<file path="src/hdl/rqcs_pkg.sv">
`timescale 1ns / 1ps
// ---------------------------------------------------------------------------
// rqcs_pkg
// Shared types and constants for the ring queue consumer slot block.
// ---------------------------------------------------------------------------
package rqcs_pkg;

  localparam int RING_SLOTS    = 16;
  localparam int ELEMENT_BYTES = 8;
  localparam int DATA_W        = 64;
  localparam int IDX_W         = $clog2(RING_SLOTS);
  localparam int LEN_W         = $clog2(RING_SLOTS + 1);
  localparam int CNT_W         = 4;   // queued_count / peak_usage
  localparam int CFG_W         = 4;
  localparam int CFG_ADDR_W    = 2;
  localparam int IN_TDATA_W    = 72;  // 69 bits of fields, padded to bytes
  localparam int OUT_TDATA_W   = 80;  // 74 bits of fields, padded to bytes

  localparam logic [CFG_W-1:0] QUEUE_LENGTH_RST = 4'd15;
  localparam logic [CFG_W-1:0] MAX_BYTES_RST    = 4'd8;

  typedef enum logic [CFG_ADDR_W-1:0] {
    CFG_QUEUE_LENGTH = 2'd0,
    CFG_MAX_BYTES    = 2'd1
  } cfg_idx_t;

  typedef enum logic [1:0] {
    ST_OK        = 2'd0,
    ST_FULL      = 2'd1,
    ST_TOO_LARGE = 2'd2,
    ST_EMPTY     = 2'd3
  } status_t;

  typedef enum logic {
    MODE_WRITE = 1'b0,
    MODE_READ  = 1'b1
  } mode_t;

  // controller -> datapath
  typedef struct packed {
    logic    exec;    // transaction taken this cycle
    logic    wr;      // store payload and advance tail
    logic    rd;      // advance read index and fetch slot
    status_t status;  // result code to report
  } rqcs_cmd_t;

  // datapath -> controller
  typedef struct packed {
    logic too_large;
    logic full;
    logic empty;
  } rqcs_stat_t;

endpackage

</file>
<file path="src/hdl/rqcs_ctrl.sv">
`timescale 1ns / 1ps
// ---------------------------------------------------------------------------
// rqcs_ctrl
// Handshake sequencer: takes one transaction, classifies it, holds the result.
// ---------------------------------------------------------------------------
module rqcs_ctrl (
  input  logic               clk,
  input  logic               rst_n,
  input  logic               in_tvalid,
  output logic               in_tready,
  input  logic               in_mode,
  output logic               out_tvalid,
  input  logic               out_tready,
  input  rqcs_pkg::rqcs_stat_t stat,
  output rqcs_pkg::rqcs_cmd_t  cmd
);

  typedef enum logic [1:0] {
    S_IDLE = 2'b01,
    S_RESP = 2'b10
  } state_t;

  state_t state_r, state_nxt;
  logic   take;

  assign in_tready  = (state_r == S_IDLE);
  assign out_tvalid = (state_r == S_RESP);
  assign take       = in_tvalid && in_tready;

  always_comb begin
    cmd        = '0;
    cmd.exec   = take;
    cmd.status = rqcs_pkg::ST_OK;
    if (rqcs_pkg::mode_t'(in_mode) == rqcs_pkg::MODE_WRITE) begin
      // size check comes before the full check
      if (stat.too_large) begin
        cmd.status = rqcs_pkg::ST_TOO_LARGE;
      end else if (stat.full) begin
        cmd.status = rqcs_pkg::ST_FULL;
      end else begin
        cmd.wr = take;
      end
    end else begin
      if (stat.empty) begin
        cmd.status = rqcs_pkg::ST_EMPTY;
      end else begin
        cmd.rd = take;
      end
    end
  end

  always_comb begin
    state_nxt = state_r;
    case (state_r)
      S_IDLE: begin
        if (take) state_nxt = S_RESP;
      end
      S_RESP: begin
        if (out_tready) state_nxt = S_IDLE;
      end
      default: state_nxt = S_IDLE;
    endcase
  end

  always_ff @(posedge clk) begin
    if (!rst_n) begin
      state_r <= S_IDLE;
    end else begin
      state_r <= state_nxt;
    end
  end

endmodule

</file>
<file path="src/hdl/rqcs_dp.sv">
`timescale 1ns / 1ps
// ---------------------------------------------------------------------------
// rqcs_dp
// Ring indices, high-water mark, config registers and the slot memory.
// ---------------------------------------------------------------------------
module rqcs_dp (
  input  logic                                clk,
  input  logic                                rst_n,
  input  logic                                cfg_we,
  input  logic [rqcs_pkg::CFG_ADDR_W-1:0]     cfg_addr,
  input  logic [rqcs_pkg::CFG_W-1:0]          cfg_wdata,
  input  logic [rqcs_pkg::DATA_W-1:0]         in_payload,
  input  logic [3:0]                          in_byte_count,
  input  rqcs_pkg::rqcs_cmd_t                 cmd,
  output rqcs_pkg::rqcs_stat_t                stat,
  output logic [1:0]                          res_status,
  output logic [rqcs_pkg::DATA_W-1:0]         res_read_data,
  output logic [rqcs_pkg::CNT_W-1:0]          res_queued_count,
  output logic [rqcs_pkg::CNT_W-1:0]          res_peak_usage
);

  logic [rqcs_pkg::CFG_W-1:0] qlen_r, max_bytes_r;
  logic [rqcs_pkg::IDX_W-1:0] rd_pos_r, tail_pos_r;
  logic [rqcs_pkg::CNT_W-1:0] high_water_r;
  rqcs_pkg::status_t          status_r;
  logic                       rd_ok_r;
  logic [rqcs_pkg::DATA_W-1:0] slot_mem [rqcs_pkg::RING_SLOTS];
  logic [rqcs_pkg::DATA_W-1:0] mem_q_r;

  logic [rqcs_pkg::LEN_W-1:0] ring_len, len_raw;
  logic [rqcs_pkg::IDX_W-1:0] tail_next, rd_next;
  logic [rqcs_pkg::CNT_W-1:0] queued_now, queued_after_wr;
  logic [rqcs_pkg::ELEMENT_BYTES-1:0] byte_en;

  function automatic logic [rqcs_pkg::IDX_W-1:0] next_idx(
    input logic [rqcs_pkg::IDX_W-1:0] idx,
    input logic [rqcs_pkg::LEN_W-1:0] len
  );
    logic [rqcs_pkg::LEN_W-1:0] n;
    n = rqcs_pkg::LEN_W'(idx) + rqcs_pkg::LEN_W'(1);
    if (n >= len) n = '0;
    return n[rqcs_pkg::IDX_W-1:0];
  endfunction

  function automatic logic [rqcs_pkg::CNT_W-1:0] fill(
    input logic [rqcs_pkg::IDX_W-1:0] t,
    input logic [rqcs_pkg::IDX_W-1:0] r,
    input logic [rqcs_pkg::LEN_W-1:0] len
  );
    logic [rqcs_pkg::LEN_W-1:0] d;
    if (t >= r) d = rqcs_pkg::LEN_W'(t) - rqcs_pkg::LEN_W'(r);
    else        d = rqcs_pkg::LEN_W'(t) + len - rqcs_pkg::LEN_W'(r);
    return d[rqcs_pkg::CNT_W-1:0];
  endfunction

  // ring length is capacity + 1, clipped to the physical slot count
  assign len_raw  = rqcs_pkg::LEN_W'(qlen_r) + rqcs_pkg::LEN_W'(1);
  assign ring_len = (len_raw > rqcs_pkg::LEN_W'(rqcs_pkg::RING_SLOTS)) ?
                    rqcs_pkg::LEN_W'(rqcs_pkg::RING_SLOTS) : len_raw;

  assign tail_next       = next_idx(tail_pos_r, ring_len);
  assign rd_next         = next_idx(rd_pos_r, ring_len);
  assign queued_now      = fill(tail_pos_r, rd_pos_r, ring_len);
  assign queued_after_wr = fill(tail_next, rd_pos_r, ring_len);

  assign stat.too_large = (in_byte_count > max_bytes_r) ||
                          (in_byte_count > 4'(rqcs_pkg::ELEMENT_BYTES));
  assign stat.full      = (rqcs_pkg::LEN_W'(queued_now) + rqcs_pkg::LEN_W'(1)) >= ring_len;
  assign stat.empty     = (rd_pos_r == tail_pos_r);

  always_comb begin
    for (int b = 0; b < rqcs_pkg::ELEMENT_BYTES; b++) begin
      byte_en[b] = (4'(b) < in_byte_count);
    end
  end

  always_ff @(posedge clk) begin
    if (!rst_n) begin
      qlen_r       <= rqcs_pkg::QUEUE_LENGTH_RST;
      max_bytes_r  <= rqcs_pkg::MAX_BYTES_RST;
      rd_pos_r     <= '0;
      tail_pos_r   <= '0;
      high_water_r <= '0;
      status_r     <= rqcs_pkg::ST_OK;
      rd_ok_r      <= 1'b0;
    end else begin
      if (cfg_we && rqcs_pkg::cfg_idx_t'(cfg_addr) == rqcs_pkg::CFG_QUEUE_LENGTH) begin
        // new capacity flushes the queue; slot contents stay
        qlen_r       <= cfg_wdata;
        rd_pos_r     <= '0;
        tail_pos_r   <= '0;
        high_water_r <= '0;
      end else if (cfg_we && rqcs_pkg::cfg_idx_t'(cfg_addr) == rqcs_pkg::CFG_MAX_BYTES) begin
        max_bytes_r <= cfg_wdata;
      end
      if (cmd.exec) begin
        status_r <= cmd.status;
        rd_ok_r  <= cmd.rd;
      end
      if (cmd.wr) begin
        tail_pos_r <= tail_next;
        if (queued_after_wr > high_water_r) high_water_r <= queued_after_wr;
      end
      if (cmd.rd) begin
        rd_pos_r <= rd_next;
      end
    end
  end

  // slot memory: byte-enabled write, registered read
  always_ff @(posedge clk) begin
    if (cmd.wr) begin
      for (int b = 0; b < rqcs_pkg::ELEMENT_BYTES; b++) begin
        if (byte_en[b]) slot_mem[tail_next][b*8 +: 8] <= in_payload[b*8 +: 8];
      end
    end
    if (cmd.rd) begin
      mem_q_r <= slot_mem[rd_next];
    end
  end

  assign res_status       = status_r;
  assign res_read_data    = rd_ok_r ? mem_q_r : '0;
  assign res_queued_count = queued_now;
  assign res_peak_usage   = high_water_r;

endmodule

</file>
<file path="src/hdl/ring_queue_consumer_slot.sv">
`timescale 1ns / 1ps
// ---------------------------------------------------------------------------
// ring_queue_consumer_slot
// Single-producer single-consumer ring FIFO of 64-bit elements.
// ---------------------------------------------------------------------------
// Usage:
//   in_* carries one operation per transaction: mode 0 writes the low
//   byte_count bytes of payload at the tail, mode 1 reads the next element.
//   out_* returns exactly one result per operation: status, read data
//   (zero unless a read succeeded), queued count and high-water mark.
//   cfg_* writes queue_length (index 0, flushes the queue) or
//   max_element_bytes (index 1) while no operation is outstanding.
// Timing:
//   The result is valid in the cycle after the input transaction. The block
//   works on one operation at a time; the next one is taken in the cycle
//   after the result transaction. The slot memory read and the status are
//   registered.
// Reset:
//   Indices and high-water mark clear, capacity 15, size limit 8 bytes.
//   Slot contents are not cleared.
// Backpressure:
//   While out_tready is low the result holds and in_tready stays low.
// ---------------------------------------------------------------------------
module ring_queue_consumer_slot (
  input  logic                                  clk,
  input  logic                                  rst_n,
  input  logic                                  cfg_we,
  input  logic [rqcs_pkg::CFG_ADDR_W-1:0]       cfg_addr,
  input  logic [rqcs_pkg::CFG_W-1:0]            cfg_wdata,
  input  logic                                  in_tvalid,
  output logic                                  in_tready,
  // mode [0], payload [64:1], byte_count [68:65], zero [71:69]
  input  logic [rqcs_pkg::IN_TDATA_W-1:0]       in_tdata,
  output logic                                  out_tvalid,
  input  logic                                  out_tready,
  // status [1:0], read_data [65:2], queued_count [69:66],
  // peak_usage [73:70], zero [79:74]
  output logic [rqcs_pkg::OUT_TDATA_W-1:0]      out_tdata
);

  rqcs_pkg::rqcs_cmd_t  cmd;
  rqcs_pkg::rqcs_stat_t stat;
  logic [1:0]                      res_status;
  logic [rqcs_pkg::DATA_W-1:0]     res_read_data;
  logic [rqcs_pkg::CNT_W-1:0]      res_queued_count;
  logic [rqcs_pkg::CNT_W-1:0]      res_peak_usage;

  rqcs_ctrl u_ctrl (
    .clk        (clk),
    .rst_n      (rst_n),
    .in_tvalid  (in_tvalid),
    .in_tready  (in_tready),
    .in_mode    (in_tdata[0]),
    .out_tvalid (out_tvalid),
    .out_tready (out_tready),
    .stat       (stat),
    .cmd        (cmd)
  );

  rqcs_dp u_dp (
    .clk              (clk),
    .rst_n            (rst_n),
    .cfg_we           (cfg_we),
    .cfg_addr         (cfg_addr),
    .cfg_wdata        (cfg_wdata),
    .in_payload       (in_tdata[64:1]),
    .in_byte_count    (in_tdata[68:65]),
    .cmd              (cmd),
    .stat             (stat),
    .res_status       (res_status),
    .res_read_data    (res_read_data),
    .res_queued_count (res_queued_count),
    .res_peak_usage   (res_peak_usage)
  );

  assign out_tdata = {6'd0, res_peak_usage, res_queued_count, res_read_data, res_status};

endmodule

</file>
<file path="config.mk">
export PLATFORM = sky130hd
export DESIGN_NAME = ring_queue_consumer_slot
export DESIGN_NICKNAME = d
export VERILOG_FILES = /design/src/hdl/rqcs_pkg.sv /design/src/hdl/rqcs_ctrl.sv /design/src/hdl/rqcs_dp.sv /design/src/hdl/ring_queue_consumer_slot.sv
export SDC_FILE = /design/constraint.sdc
export NUM_CORES = 2
export LEC_CHECK = 0
export BUFFER_PORTS_ARGS = -buffer_cell sky130_fd_sc_hd__buf_2
export CAP_MARGIN = 10
export CORE_UTILIZATION = 57
export CTS_CLUSTER_DIAMETER = 100
export DETAILED_ROUTE_END_ITERATION = 16
export PLACE_DENSITY = 0.82
export REMOVE_ABC_BUFFERS = 1
export SYNTH_ARGS = -nofsm -noshare
export SYNTH_HDL_FRONTEND = slang
export SYNTH_HIERARCHICAL = 1
export SYNTH_SLANG_ARGS = --single-unit
</file>
<file path="constraint.sdc">
create_clock -name clk -period 20.7 [get_ports clk]
set_clock_uncertainty 0.2 [all_clocks]
set_input_delay 0 -clock clk [delete_from_list [all_inputs] [get_ports clk]]
set_output_delay 0 -clock clk [all_outputs]
set_load 0.02 [all_outputs]
</file>
==> impl_metrics.py <==
metrics = {
    "detailed_routing": {
        "first_iter_violations": 3010,
        "ant_nets": 0,
        "post_drt_wl_per_cell_um": 26.5,
        "drtPass1Iterations": 12,
        "wl_mm": 114,
        "drcViolationCount": 21,
        "dr_total_vias": 28000,
        "vias_per_cell": 6.49,
    },
    "flow_run": {
        "drv_cap": 0,
    },
    "synth": {
        "synth_top_area_frac": 0.699,
        "avgSynthCellArea_um2": 15.7,
        "synth_top_cell_by_area": "edfxtp_1",
        "syn-instance-count": 2976,
        "synth-main-ff-cell": "edfxtp_1",
        "synthesis.area_um2": 46800,
        "synthTopCellsByArea": "edfxtp_1, mux2_2, mux2i_1",
        "yosysWarnings": 6,
        "ys_types": 58,
        "yosysSeqAreaShare": 0.709,
        "ys_top_cells_by_count": "edfxtp_1, mux2_2, o21ai_0",
        "synth_edf_count": 1088,
        "synth_seq_cells": 1113,
        "synth_most_common_cell": "edfxtp_1",
        "async_flop_share": 0,
    },
    "sta": {
        "final_hold_viol_count": 0,
        "setup_viol": 0,
        "rsz0062_at_grt": "false",
        "drv_slew": 0,
        "fin_hold_ws_ns": 0.0584,
        "layout_min_cycle_time_ns": 6.49,
        "fmax_ghz": 0.154,
        "fin_crit_sh": 0.313,
        "tightest_slew_ns": 1.29,
        "max-slew-margin-rel": 0.138,
    },
    "cells_and_area": {
        "area_growth_pct": 12.8,
        "fillers": 5154,
        "drive_gt1_frac": 0.215,
        "multi_input_area_um2": 12700,
        "regArea_um2": 33200,
        "fin_area_um2": 52700,
        "nNetsFinal": 3290,
    },
    "clocking": {
        "numCtsBuffers": 105,
        "post_cts_buffers": 0,
        "clock_latency_ns": 0.68,
        "cts_sinks": 1113,
        "clockBufferDepth": 3,
        "htree_num_levels": 3,
        "cts_tree": "built",
        "cts_root_buf": "clkbuf_16",
        "cts.reportedPaths.clkPinSlew_ns": 0.07,
    },
    "critical_path": {
        "cp_slowest_stage_delay_ns": 1.07,
        "r2r_start": "u_dp/rd_pos_r[0]",
        "crit_path_top_delay_cell": "nor2_1",
        "reg2reg_slack_ns": 14.21,
        "rr_worst_depth": 17,
        "arrival_ns": 6.57,
        "cp_max_fo": 63,
        "worstPathRequired_ns": 20.78,
        "cp-end-kind": "flip-flop",
        "path_cells": "ha_1 > inv_1 > fa_1 > a211oi_1 > o21bai_1 > a21oi_1 > ha_1 > ha_1 > a21o_1 > a21oi_1 > nor2b_1 > o21ai_0 > nand2b_1 > nor4_2 > buf_4 > nand2_1 > nor2_1",
        "worstSetupPathType": "flip-flop to flip-flop",
        "crit_path_frequent_cell": "ha_1",
        "endpoint": "u_dp/slot_mem[1][59]",
        "startpoint_type": "flip-flop",
        "critical_path.startpoint": "u_dp/rd_pos_r[0]",
        "r2r-end": "u_dp/slot_mem[1][59]",
    },
    "global_route": {
        "grt_pass1_wl_mm": 169,
        "track_usage": 0.273,
        "antenna_found_initial": 8,
        "first_global_vias": 28500,
        "overflow": 0,
        "grt_max_degree": 161,
    },
    "worst_hold_path": {
        "hp-class": "input port to flip-flop",
        "hold_start": "in_tdata[34]",
    },
    "die": {
        "ioPinCount": 165,
        "die_h_um": 288,
        "row_count": 104,
        "core-area_um2": 80800,
        "die_x_um": 288,
        "dieArea_um2": 83200,
        "start_util": 0.579,
    },
    "run_status": {
        "violations": "design-rule violations",
        "status": "complete, but fails checks",
    },
    "power": {
        "p_leak_nw": 17.2,
        "p_per_area_nw_per_um2": 89.1,
        "vdd_ir_drop_max_v": 0.0000780,
    },
    "place": {
        "hpwl_mm": 65.4,
        "dpl_cell_area_um2": 48300,
        "io_buffer_count": 155,
        "gp_congestion": 0.865,
    },
}
-- cell type report --
| type | count | share of cell area |
|---|---|---|
| Sequential cell | 1113 | 0.629 |
| Multi-Input combinational cell | 1627 | 0.241 |
| Clock buffer | 124 | 0.0520 |
| Timing Repair Buffer | 277 | 0.0371 |
| Tap cell | 1060 | 0.0252 |
| Clock inverter | 71 | 0.0135 |
| Inverter | 33 | 0.00240 |
| Antenna cell | 4 | 0.000190 |
-- worst min path at each step --
stage                                 end  slack, ns  cells after the start
floorplan             u_dp/max_bytes_r[3]      -0.14                      1
finish              u_dp/slot_mem[12][33]       0.06                      2
CTS                 u_dp/slot_mem[14][43]       0.04                      2
global placement           u_dp/qlen_r[3]       0.04                      3
detailed placement         u_dp/qlen_r[3]       0.05                      3
global route        u_dp/slot_mem[15][39]       0.07                      2
-- registers in the layout (all words and copies together), names as in the netlist --
register and cells:
u_dp/slot_mem 1024, u_dp/mem_q_r 64, u_dp/max_bytes_r 4, u_dp/qlen_r 4, u_dp/rd_pos_r 4, u_dp/res_peak_usage 4, u_dp/tail_pos_r 4, u_ctrl/state_r 2
u_dp/res_status 2, u_dp/rd_ok_r 1
-- cell usage in the layout, fill, tap and decap left out, drive strengths merged, types with 52 or more instances in the layout --
cell type / count
edfxtp: 1088
mux2: 384
o21ai: 205
buf: 182
nand2: 161
mux2i: 141
nor2: 139
a22oi: 126
clkbuf: 124
dlygate4sd3: 95
and2: 70
a31oi: 70
a221oi: 63
o32ai: 63
clkinv: 52
-- cell families (layout without fill, tap and decap cells) --
kind of cell	after synthesis	count (layout)	synth area share
other cells	1	10	0.0000802
xor+xnor	18	18	0.00396
flops	1113	1113	0.709
buf+inv	241	505	0.0221
simple gates	439	439	0.0428
mux	525	525	0.123
fa+ha+maj	50	50	0.0147
compound gates	589	589	0.0845
-- through the flow --
| stage | power (mW) | worst slack (ns) | std cells | setup TNS, ns | util |
|---|---|---|---|---|---|
| 2_1_floorplan | 2.74 | -0.355 | 2773 | -22.37 | - |
| 3_3_place_gp | 2.79 | 14.50 | 4014 | 0 | 0.598 |
| 3_5_place_dp | 2.81 | 14.38 | 4014 | 0 | 0.598 |
| 4_1_cts | 4.71 | 14.34 | 4304 | 0 | 0.652 |
| 5_1_grt | 4.82 | 13.97 | 4306 | 0 | 0.652 |
| 6_report | 4.70 | 14.21 | 4309 | 0 | 0.653 |
-- power breakdown --
part	leakage, nW	switching, mW	internal [mW]
Sequential	9.98	0.00426	2.48
Clock	1.69	0.810	1.11
Combinational	5.54	0.177	0.119
-- timing repair --
| action | 4_1_cts | 5_1_grt |
|---|---|---|
| hold buffers | 95 | 0 |
| hold endpoints to repair | 1072 | 0 |
| endpoints found under the setup margin | 0 | 0 |
| gates resized for setup | 0 | 0 |
-- layer usage --
metal | track usage | wire [µm]
met5 | 0.00682 | 140
met4 | 0.117 | 4640
met3 | 0.0596 | 11700
met2 | 0.450 | 55600
met1 | 0.349 | 42100
-- critical path: cells and delay by family, from the launching register on --
family          cells  cell delay [ns]
buf+inv             2             0.35
flops               1             1.06
compound gates      6             1.32
simple gates        5             1.84
fa+ha+maj           4             1.30
Note: power is estimated with default switching activity, not from simulation.
